[src/rtl/mccd_pkg.sv]
// Shared types, constants and the control store of the coin change sequencer.
// No dependencies; used by mccd_seq and min_coin_change_dp.
package mccd_pkg;

    localparam int CNT_W         = 10;   // coin count / amount width
    localparam int ENTRY_W       = 11;   // table entry: reach bit + count
    localparam int REACH_BIT     = 10;
    localparam int COINS_W       = 3;
    localparam int NUM_COIN_REGS = 6;
    localparam int CFG_IDX_W     = 3;

    // register indexes
    localparam logic [CFG_IDX_W-1:0] CFG_COIN_COUNT   = 3'd0;
    localparam logic [CFG_IDX_W-1:0] CFG_COIN_VALUE_0 = 3'd1;

    // step codes
    localparam int STEP_W = 3;
    localparam logic [STEP_W-1:0] STEP_IDLE  = 3'd0;
    localparam logic [STEP_W-1:0] STEP_CHECK = 3'd1;
    localparam logic [STEP_W-1:0] STEP_COIN  = 3'd2;
    localparam logic [STEP_W-1:0] STEP_WRITE = 3'd3;
    localparam logic [STEP_W-1:0] STEP_RDT   = 3'd4;
    localparam logic [STEP_W-1:0] STEP_EMIT  = 3'd5;

    // jump conditions
    localparam logic [2:0] JC_NEXT       = 3'd0;
    localparam logic [2:0] JC_ALWAYS     = 3'd1;
    localparam logic [2:0] JC_NOSTART    = 3'd2;
    localparam logic [2:0] JC_OOR        = 3'd3;
    localparam logic [2:0] JC_COINS_LEFT = 3'd4;
    localparam logic [2:0] JC_JNOTDONE   = 3'd5;

    typedef struct packed {
        logic [2:0]        jc;
        logic [STEP_W-1:0] jt;
        logic              latch;   // take a new query (gated by start)
        logic              issue;   // look up table at j - coin[i]
        logic              wr;      // write entry j
        logic              nextj;   // advance j, restart coin scan
        logic              rdt;     // read entry at target
        logic              emit;    // register the result
    } ctrl_t;

    typedef struct packed {
        logic start;
        logic oor;
        logic coins_left;
        logic j_done;
    } cond_t;

    function automatic ctrl_t ctrl_word(input logic [STEP_W-1:0] step);
        ctrl_t w;
        w = '0;
        unique case (step)
            STEP_IDLE:
            begin
                w.jc = JC_NOSTART; w.jt = STEP_IDLE; w.latch = 1'b1;
            end
            STEP_CHECK:
            begin
                w.jc = JC_OOR; w.jt = STEP_EMIT;
            end
            STEP_COIN:
            begin
                w.jc = JC_COINS_LEFT; w.jt = STEP_COIN; w.issue = 1'b1;
            end
            STEP_WRITE:
            begin
                w.jc = JC_JNOTDONE; w.jt = STEP_COIN; w.wr = 1'b1; w.nextj = 1'b1;
            end
            STEP_RDT:
            begin
                w.jc = JC_NEXT; w.jt = STEP_IDLE; w.rdt = 1'b1;
            end
            STEP_EMIT:
            begin
                w.jc = JC_ALWAYS; w.jt = STEP_IDLE; w.emit = 1'b1;
            end
            default:
            begin
                w.jc = JC_ALWAYS; w.jt = STEP_IDLE;
            end
        endcase
        return w;
    endfunction

endpackage

[src/rtl/mccd_seq.sv]
// Microcode sequencer: step counter, control store lookup, conditional jumps.
// Depends on mccd_pkg.
module mccd_seq (
    input  logic            clk,
    input  logic            rst_n,
    input  mccd_pkg::cond_t cond,
    output mccd_pkg::ctrl_t ctrl,
    output logic            busy
);
    import mccd_pkg::*;

    logic [STEP_W-1:0] step_reg;
    logic [STEP_W-1:0] step_next;
    logic              taken;

    assign ctrl = ctrl_word(step_reg);

    always_comb
    begin
        unique case (ctrl.jc)
            JC_NEXT:       taken = 1'b0;
            JC_ALWAYS:     taken = 1'b1;
            JC_NOSTART:    taken = !cond.start;
            JC_OOR:        taken = cond.oor;
            JC_COINS_LEFT: taken = cond.coins_left;
            JC_JNOTDONE:   taken = !cond.j_done;
            default:       taken = 1'b1;
        endcase
        step_next = taken ? ctrl.jt : step_reg + 1'b1;
    end

    always_ff @(posedge clk or negedge rst_n)
    begin
        if (!rst_n)
        begin
            step_reg <= STEP_IDLE;
        end
        else
        begin
            step_reg <= step_next;
        end
    end

    assign busy = (step_reg != STEP_IDLE);

endmodule

[config.mk]
export PLATFORM = sky130hd
export DESIGN_NAME = mccd_seq
export DESIGN_NICKNAME = d
export VERILOG_FILES = /design/src/rtl/mccd_pkg.sv /design/src/rtl/mccd_seq.sv
export SDC_FILE = /design/constraint.sdc
export NUM_CORES = 1
export LEC_CHECK = 0
export ABC_CLOCK_PERIOD_IN_PS = 5500
export BUFFER_PORTS_ARGS = -buffer_cell sky130_fd_sc_hd__buf_2
export CELL_PAD_IN_SITES_DETAIL_PLACEMENT = 0
export CELL_PAD_IN_SITES_GLOBAL_PLACEMENT = 2
export CORE_UTILIZATION = 23
export DETAILED_ROUTE_END_ITERATION = 16
export PLACE_DENSITY = 0.78
export SLEW_MARGIN = 10
export SYNTH_ARGS = -nofsm -noshare
export SYNTH_HDL_FRONTEND = slang
export SYNTH_SLANG_ARGS = --single-unit
[constraint.sdc]
create_clock -name clk -period 5.5 [get_ports clk]
set_clock_uncertainty 0.05 [all_clocks]
set_input_delay 0.275 -clock clk [delete_from_list [all_inputs] [get_ports clk]]
set_output_delay 0.275 -clock clk [all_outputs]
set_load 0.005 [all_outputs]
==> results of run 1 <==
-- layout make-up --
class,count,area share
Timing Repair Buffer,19,0.222
Inverter,6,0.0499
Multi-Input combinational cell,21,0.463
Clock buffer,4,0.0582
Sequential cell,3,0.166
Tap cell,15,0.0416
-- logic make-up after synthesis --
family / synth area share
AND/OR/NAND/NOR: 0.186
buffers and inverters: 0.137
adder cells (fa/ha/maj): 0.190
AO/OA/AOI/OAI: 0.110
flip-flops: 0.228
multiplexers: 0.148
-- worst reg2reg max path: cells and delay by family, from the launching register on --
kind	cells	cell delay [ns]
flip-flops	1	0.41
adder cells (fa/ha/maj)	1	0.25
multiplexers	2	0.70
buffers and inverters	1	0.13
AO/OA/AOI/OAI	1	0.21
-- path summary, 6_finish.rpt --
path	from	end	cells past startpoint	slack, ns
setup / recovery	step_reg[1]	step_reg[1]	5	3.63
max in group asynchronous	rst_n	step_reg[0]	2	4.98
min in group clk	step_reg[0]	step_reg[0]	1	0.49
setup reg to reg	step_reg[1]	step_reg[1]	5	3.63
hold / removal	rst_n	step_reg[1]	2	0.32
hold reg to reg	step_reg[0]	step_reg[0]	1	0.49
-- power breakdown --
part	leakage, nW	switching [mW]	internal, mW
sequential	0.0375	0.0152	0.0337
combinational	0.211	0.0906	0.105
clock	0.0150	0.0111	0.0272
total	0.263	0.117	0.166
-- synthesized netlist by cell type --
cell type / count / area share
inv_1: 6 / 0.068
ha_1: 5 / 0.19
buf_4: 3 / 0.068
dfrtp_1: 3 / 0.23
and2_2: 2 / 0.046
mux2i_1: 2 / 0.061
nor2_1: 2 / 0.023
a211oi_1: 1 / 0.023
mux2_4: 1 / 0.046
mux2i_2: 1 / 0.042
nand2_1: 1 / 0.011
nand2b_1: 1 / 0.019
nand2b_4: 1 / 0.042
nor2b_1: 1 / 0.019
nor2b_2: 1 / 0.027
o211ai_1: 1 / 0.023
o211ai_4: 1 / 0.065
-- layer usage --
metal  routed length, um  vias up  share of wire
li1                    -      144              -
met1                 269      121           0.42
met2                 328        8           0.51
met3                  48        0          0.074
met4                   0        0              0
met5                   0        -              0
-- layout by cell type, fill, tap and decap left out --
cell type	count
nand2b_4	1
dfrtp_1	3
inv_1	6
nor2b_1	1
clkbuf_1	1
nand2b_1	1
clkbuf_4	3
o211ai_4	1
ha_1	5
and2_2	2
a211oi_1	1
nand2_1	1
mux2_4	1
dlygate4sd3_1	1
nor2_1	2
nor2b_2	1
mux2i_1	2
o211ai_1	1
buf_2	18
mux2i_2	1
==> impl_metrics.json, run 1 <==
{
  "cp_cell_sequence": "inv_1 > ha_1 > o211ai_4 > mux2i_2 > mux2_4",
  "h-tree-depth": 1,
  "insertion_delay_ns": 0.23,
  "largest_reg_flops": 3,
  "drive_above_1_share": 0.528,
  "clk_pin_slew_ns": 0.04,
  "path_class": "register to register",
  "met3_usage": 0.0398,
  "dp_hpwl_um": 521,
  "worstMarginPinSlew_ns": 0.317,
  "drc": 0,
  "status": "finished, final reports clean",
  "startpoint_type": "register",
  "core_area_sq_um": 1320,
  "p_leak_nw": 0.263,
  "cp_top_family": "multiplexers",
  "grt_util_all_layers": 0.100,
  "endpoint_kind": "register",
  "gp_congestion": 0.715,
  "nNetsFinal": 65,
  "multi_input_area_sq_um": 209,
  "cts-root-buf": "clkbuf_4",
  "die_area_sq_um": 1590,
  "critPathMaxStageDelay_ns": 0.41,
  "crit_path_max_fanout": 6,
  "cts_setup_buffers": 0,
  "ys_types": 17,
  "hold_viol_final": 0,
  "grt_use_met2": 0.135,
  "p_per_area_nw_per_um2": 627,
  "avgSynthCellArea_sq_um": 9.97,
  "drt_iter0_drc": 2,
  "clock_path_buffers": 2,
  "grt_pass1_vias": 230,
  "vias_per_cell": 4.01,
  "cts_tree": "done",
  "num_vias": 273,
  "wl_um": 646,
  "rows": 13,
  "yosys_warnings": 0,
  "fmax_ghz": 0.534,
  "numPortBuffers": 18,
  "grt_pass1_wl_um": 945,
  "die_x_um": 39.8,
  "arrival_ns": 1.94,
  "numCtsBuffers": 3,
  "post_drt_wl_per_cell_um": 9.50,
  "io_pins": 19,
  "fin_crit_sh": 0.341,
  "drv_slew": 0,
  "finalSetupViolCount": 0,
  "hold_slack_ns": 0.315,
  "setup_ws_ns": 3.63,
  "critPathSlowestCell": "dfrtp_1",
  "grt_use_met1": 0.113,
  "ys_seq_elements": 3,
  "irDropWorstVdd_v": 0.000254,
  "relSlewSlack": 0.784,
  "postLayoutCoreUtil": 0.343,
  "hold_path_class": "input port to asynchronous set/reset pin",
  "regArea_sq_um": 75.1,
  "overflow": 0,
  "grt_antenna_before_repair": 0,
  "synthCells": 33,
  "area_delta_synth_final_pct": 37.3,
  "ys_seq_area_frac": 0.228,
  "fin_crit_ns": 1.87,
  "antenna_cells": 0,
  "hold_buffers": 1,
  "clock_sinks": 3,
  "cts_resized": 0,
  "fin_area_sq_um": 452,
  "fin_tns_setup_ns": 0,
  "grt_max_degree": 9,
  "netlist_area_sq_um": 329,
  "rsz0062_at_grt": "false",
  "syn-num-nets": 44,
  "required_ns": 5.56,
  "busiest_layer": "met2",
  "die_y_um": 39.8,
  "dp.cells": 63,
  "final_cells": 68,
  "path_buf_inv": 1,
  "post-place-ws_ns": 3.61,
  "fillCellCount": 155,
  "dpl_cell_area_sq_um": 415,
  "drt_first_pass_iters": 2,
  "p_total_mw": 0.283,
  "maxCapViolations": 0,
  "ant_nets": 0,
  "initial_core_util": 0.250
}
No activity file was read; power rests on OpenSTA's default activity.
==> run 2, diff against run 1 <==
--- a/config.mk
+++ b/config.mk
@@ -5,13 +5,14 @@
 export SDC_FILE = /design/constraint.sdc
 export NUM_CORES = 1
 export LEC_CHECK = 0
-export ABC_CLOCK_PERIOD_IN_PS = 5500
+export ABC_AREA = 1
+export ABC_CLOCK_PERIOD_IN_PS = 1700
 export BUFFER_PORTS_ARGS = -buffer_cell sky130_fd_sc_hd__buf_2
 export CELL_PAD_IN_SITES_DETAIL_PLACEMENT = 0
 export CELL_PAD_IN_SITES_GLOBAL_PLACEMENT = 2
-export CORE_UTILIZATION = 23
+export CORE_UTILIZATION = 17
 export DETAILED_ROUTE_END_ITERATION = 16
-export PLACE_DENSITY = 0.78
+export PLACE_DENSITY = 0.71
 export SLEW_MARGIN = 10
 export SYNTH_ARGS = -nofsm -noshare
 export SYNTH_HDL_FRONTEND = slang
==> constraint.sdc (replaced) <==
create_clock -name clk -period 1.7 [get_ports clk]
set_clock_uncertainty 0.05 [all_clocks]
set_input_delay 0.085 -clock clk [delete_from_list [all_inputs] [get_ports clk]]
set_output_delay 0.085 -clock clk [all_outputs]
set_load 0.005 [all_outputs]
==> run 2 against run 1 <==
  * Flip-flop and latch count unchanged
  * Critical path depth unchanged
  * Core utilization decreased by 7.4 points
  * Register-to-register slack got worse by 3.5 ns
  * Global-route usage decreased by 2.7 points
  * Power increased to 3.1 times the previous value
  * Setup slack got worse by 3.5 ns
==> impl_metrics.json, run 2 <==
{
  "synth_flop_cell": "dfrtp_1",
  "antenna_cells": 0,
  "reg2reg_depth": 8,
  "p_leak_nw": 0.341,
  "setup_ws_ns": 0.101,
  "startpoint_type": "register",
  "grt_antenna_before_repair": 0,
  "regArea_sq_um": 75.1,
  "relSlewSlack": 0.879,
  "cts-root-buf": "clkbuf_4",
  "rsz0062_at_grt": "false",
  "crit_top_cell": "ha_1",
  "ys_seq_area_frac": 0.217,
  "grt_pass1_wl_mm": 1.17,
  "clock_sinks": 3,
  "critPathSlowestCell": "dfrtp_1",
  "largest_reg_flops": 3,
  "synthCells": 56,
  "crit_path_max_fanout": 6,
  "num_vias": 354,
  "drt_iter0_drc": 4,
  "initial_core_util": 0.190,
  "die_x_um": 47.2,
  "post_drt_wl_per_cell_um": 7.20,
  "syn-num-nets": 67,
  "die_y_um": 47.2,
  "insertion_delay_ns": 0.23,
  "hold_slack_ns": 0.125,
  "grt_max_degree": 7,
  "maxCapViolations": 0,
  "mostFrequentLayoutCell": "buf_2",
  "synth_edf_count": 0,
  "synth_top_area_frac": 0.217,
  "numPortBuffers": 18,
  "fin_tns_setup_ns": 0,
  "ant_nets": 0,
  "finalSetupViolCount": 0,
  "cts_resized": 0,
  "required_ns": 1.56,
  "fin_area_sq_um": 489,
  "fin_crit_sh": 0.941,
  "avgSynthCellArea_sq_um": 6.19,
  "gp_congestion": 0.638,
  "status": "finished, final reports clean",
  "post-place-ws_ns": 0.174,
  "cts_tree": "done",
  "io_pins": 19,
  "critPathMaxStageDelay_ns": 0.43,
  "synth_area_leaders": "dfrtp_1 (22%), ha_1 (18%), nand2_1 (17%), inv_1 (16%), buf_4 (6.5%)",
  "grt_util_all_layers": 0.0734,
  "synth_common_cells": "nand2_1 (16), inv_1 (15), ha_1 (5)",
  "ys_types": 12,
  "fmax_ghz": 0.625,
  "nNetsFinal": 89,
  "p_per_area_nw_per_um2": 1780,
  "dp.cells": 97,
  "die_area_sq_um": 2220,
  "cp.depth": 5,
  "arrival_ns": 1.46,
  "async_flop_share": 1.00,
  "drt_first_pass_iters": 2,
  "clock_path_buffers": 2,
  "h-tree-depth": 1,
  "rows": 15,
  "fin_crit_ns": 1.60,
  "postLayoutCoreUtil": 0.269,
  "p_total_mw": 0.873,
  "core_area_sq_um": 1820,
  "path_buf_inv": 1,
  "synth_top_area_cell": "dfrtp_1",
  "irDropWorstVdd_v": 0.000845,
  "drc": 0,
  "final_cell_mix": "buf_2 (18), nand2_1 (16), inv_1 (15)",
  "multi_input_area_sq_um": 189,
  "netlist_area_sq_um": 347,
  "dp_hpwl_um": 633,
  "path_class": "register to output pin",
  "endpoint_kind": "output pin",
  "dpl_cell_area_sq_um": 453,
  "cp_cell_sequence": "ha_1 > ha_1 > a21oi_1 > nand2_1 > buf_2",
  "vias_per_cell": 3.47,
  "area_delta_synth_final_pct": 41.2,
  "grt_pass1_vias": 298,
  "drive_above_1_share": 0.338,
  "hold_viol_final": 0,
  "hold_path_class": "input port to asynchronous set/reset pin",
  "yosys_warnings": 0,
  "cp_top_family": "flip-flops",
  "overflow": 0,
  "numCtsBuffers": 3,
  "wl_um": 734,
  "worstMarginPinSlew_ns": 0.181,
  "synth_most_common_cell": "nand2_1",
  "drv_slew": 0,
  "final_cells": 102,
  "ys_seq_elements": 3,
  "fillCellCount": 226,
  "clk_pin_slew_ns": 0.04
}
run 2: cell count changes after synthesis, moves of 2 or more:
cell,change
and2_2,-2
nand2_2,+2
nand3_1,+3
nand2_1,+15
nor2_1,+2
inv_1,+9
a21oi_1,+2
mux2i_1,-2
run 2: final timing paths:
path,startpoint,end,slack [ns]
max in group asynchronous,rst_n,step_reg[0],1.37
min,rst_n,step_reg[1],0.13
max,step_reg[1],ctrl[9],0.10
max reg2reg,step_reg[1],step_reg[2],0.17
min reg2reg,step_reg[0],step_reg[0],0.56
min in group clk,cond[0],step_reg[1],0.29
run 2: final cells by class:
type | instances | share of cell area
Tap cell | 25 | 0.0639
Timing Repair Buffer | 20 | 0.220
Inverter | 16 | 0.123
Sequential cell | 3 | 0.153
Multi-Input combinational cell | 34 | 0.386
Clock buffer | 4 | 0.0537
run 2: worst reg2reg max path, delay by kind of cell, from the launching register on:
kind,cells,cell delay (ns)
adder cells (fa/ha/maj),2,0.43
AO/OA/AOI/OAI,1,0.12
AND/OR/NAND/NOR,5,0.39
flip-flops,1,0.43
run 2: metal layers:
layer / GRT usage / share of wire / vias to the layer above
met1: 0.102 / 0.57 / 139
met2: 0.111 / 0.39 / 13
li1: - / - / 202
met3: 0.0346 / 0.046 / 0
met5: 0 / 0 / -
met4: 0 / 0 / 0
run 2: report_power, final:
part,leakage [nW],total (mW),internal (mW),switching (mW)
Sequential,0.0381,0.138,0.107,0.0316
Combinational,0.288,0.613,0.254,0.359
Clock,0.0150,0.121,0.0877,0.0337
Total,0.341,0.873,0.449,0.424
run 2: timing repair:
item | in CTS | in global routing
endpoints found under the hold margin | 3 | 0
setup buffers | 0 | 0
hold buffers | 1 | 0
run 2: kinds of logic (layout without fill, tap and decap cells):
logic type / Yosys count / in the layout / synth area share
simple gates: 25 / 25 / 0.296
flops: 3 / 3 / 0.217
buf+inv: 19 / 40 / 0.238
compound gates: 4 / 4 / 0.0686
fa+ha+maj: 5 / 5 / 0.181
==> run 3, diff against run 2 <==
--- a/config.mk
+++ b/config.mk
@@ -5,14 +5,13 @@
 export SDC_FILE = /design/constraint.sdc
 export NUM_CORES = 1
 export LEC_CHECK = 0
-export ABC_AREA = 1
 export ABC_CLOCK_PERIOD_IN_PS = 1700
 export BUFFER_PORTS_ARGS = -buffer_cell sky130_fd_sc_hd__buf_2
 export CELL_PAD_IN_SITES_DETAIL_PLACEMENT = 0
 export CELL_PAD_IN_SITES_GLOBAL_PLACEMENT = 2
-export CORE_UTILIZATION = 17
+export CORE_UTILIZATION = 20
 export DETAILED_ROUTE_END_ITERATION = 16
-export PLACE_DENSITY = 0.71
+export PLACE_DENSITY = 0.72
 export SLEW_MARGIN = 10
 export SYNTH_ARGS = -nofsm -noshare
 export SYNTH_HDL_FRONTEND = slang
==> run 3 against run 2 <==
  * First-iteration DRC count shrank 100%
  * Largest cell class unchanged
  * Clock power about the same
  * Largest power group unchanged
  * The flow now finishes with violations (setup timing)
  * Critical path depth is the same
  * Combinational power up 47%
  * Power grew 34%
  * Via count is 14% lower
  * Setup slack lost 0.13 ns
==> impl_metrics.json, run 3 (synthesis gave the netlist of run 1 again) <==
{
  "status": "finished with violations",
  "violations": "setup timing",
  "crit_path_end": "step_reg[1]",
  "crit_start": "step_reg[1]",
  "vias_per_cell": 3.95,
  "timing.rr.end": "step_reg[1]",
  "p_int_mw": 0.724,
  "drv_slew": 0,
  "post_drt_wl_per_cell_um": 8.71,
  "antenna_cells": 0,
  "rsz0062_at_grt": "true",
  "share_comb_of_total_power": 0.770,
  "maxCapViolations": 0,
  "p_leak_nw": 0.298,
  "reg2reg_depth": 5,
  "initial_core_util": 0.216,
  "h-tree-depth": 1,
  "setup_ws_ns": -0.0245,
  "gp_congestion": 0.745,
  "drt_iter0_drc": 0,
  "grt_max_degree": 8,
  "fin_crit_ns": 1.72,
  "grt_pass1_vias": 336,
  "drc": 0,
  "grt_pass1_wl_mm": 1.26,
  "drt_first_pass_iters": 1,
  "wl_um": 671,
  "numCtsBuffers": 3,
  "clock_sinks": 3,
  "cts_tree": "done",
  "hold_viol_final": 0,
  "area_delta_synth_final_pct": 68.4,
  "reg2reg_slack_ns": -0.02,
  "clk_pin_slew_ns": 0.04,
  "worstMarginPinSlew_ns": 0.253,
  "rows": 14,
  "io_pins": 19,
  "nNetsFinal": 73,
  "clkPwrFrac": 0.104,
  "clock_path_buffers": 2,
  "numPortBuffers": 18,
  "drive_above_1_share": 0.705,
  "grt_util_all_layers": 0.0930,
  "die_x_um": 42.6,
  "crit_path_max_fanout": 4,
  "switching_power_mw": 0.447,
  "fin_crit_sh": 1.01,
  "endpoint_kind": "register",
  "p_per_area_nw_per_um2": 2110,
  "final_cell_mix": "buf_2 (18), buf_4 (7), inv_1 (5)",
  "die_y_um": 42.6,
  "fillCellCount": 159,
  "finalSetupViolCount": 1,
  "hold_path_class": "input port to asynchronous set/reset pin",
  "r2r-start": "step_reg[1]",
  "arrival_ns": 1.78,
  "grt_antenna_before_repair": 0,
  "mostFrequentLayoutCell": "buf_2",
  "num_vias": 304,
  "cts-root-buf": "clkbuf_4",
  "relSlewSlack": 0.831,
  "dp_hpwl_um": 580,
  "required_ns": 1.76,
  "seqPwrFrac": 0.126,
  "fin_area_sq_um": 554,
  "irDropWorstVdd_v": 0.00105,
  "swShare": 0.382,
  "fmax_ghz": 0.580,
  "largest_reg_flops": 3,
  "p_total_mw": 1.17,
  "insertion_delay_ns": 0.23,
  "overflow": 0,
  "startpoint_type": "register",
  "ant_nets": 0,
  "die_area_sq_um": 1810,
  "core_area_sq_um": 1520,
  "dpl_cell_area_sq_um": 493,
  "path_class": "register to register"
}
run 3: cell types whose count changed in the layout (fill, tap and decap cells not counted), sizes merged, moves of 2 or more:
cell,change
o211ai,+2
inv,-10
nand2,-17
nor2,-2
and2,+2
nand2b,+2
nor2b,+2
nand3,-3
o21ai,-2
mux2i,+3
a21oi,-2
buf,+7
run 3: area by class of cell:
cell class	count	area [sq um]	share of cell area
Clock buffer	4	26.3	0.0474
Inverter	6	22.5	0.0406
Multi-Input combinational cell	21	245	0.442
Sequential cell	3	76.3	0.138
Tap cell	16	20.0	0.0361
Timing Repair Buffer	27	164	0.296
run 3: metal layers:
layer	wire, um	GRT usage	vias up
met3	40	0.0172	0
met5	0	0	-
met1	325	0.113	133
met2	306	0.142	12
li1	-	-	159
met4	0	0.0750	0
run 3: per-stage QoR:
step           worst slack (ns)  hold WS (ns)  utilization  cells   TNS, ns
5_1_grt                 -0.0759         0.127        0.364     77    -0.172
3_3_place_gp           -0.00329        -0.168        0.323     72  -0.00329
6_report                -0.0245         0.132        0.364     77   -0.0245
2_1_floorplan           -0.0423        -0.261            -     33   -0.0423
4_1_cts                 0.00707         0.117        0.349     77         0
3_5_place_dp           -0.00899        -0.167        0.323     72  -0.00899
run 3: worst min-delay path by stage:
stage / startpoint / endpoint / slack, ns / cells past startpoint
finish: rst_n / step_reg[0] / 0.13 / 2
global route: rst_n / step_reg[0] / 0.13 / 2
CTS: rst_n / step_reg[2] / 0.12 / 2
detailed placement: rst_n / step_reg[2] / -0.17 / 1
global placement: rst_n / step_reg[2] / -0.17 / 1
floorplan: rst_n / step_reg[0] / -0.26 / 0
run 3: power groups by stage:
stage	Sequential, mW	Combinational, mW	Clock [mW]
floorplan	0.150	0.535	0
global placement	0.136	0.868	0
detailed placement	0.137	0.867	0
CTS	0.138	0.883	0.130
global route	0.153	0.997	0.138
finish	0.147	0.902	0.121
run 3: repair_timing:
item | in CTS | in global routing
pin swaps | 1 | 3
gates resized for setup | 2 | 6
setup buffers | 0 | 0
endpoints found under the hold margin | 3 | 0
hold buffers | 1 | 0
endpoints found under the setup margin | 1 | 3
run 3: critical path: stages, from the launching register on:
cell and delay [ns]:
dfrtp_2 0.43, ha_4 0.16, nor2b_4 0.13, o211ai_4 0.21, mux2i_4 0.29, mux2_4 0.32
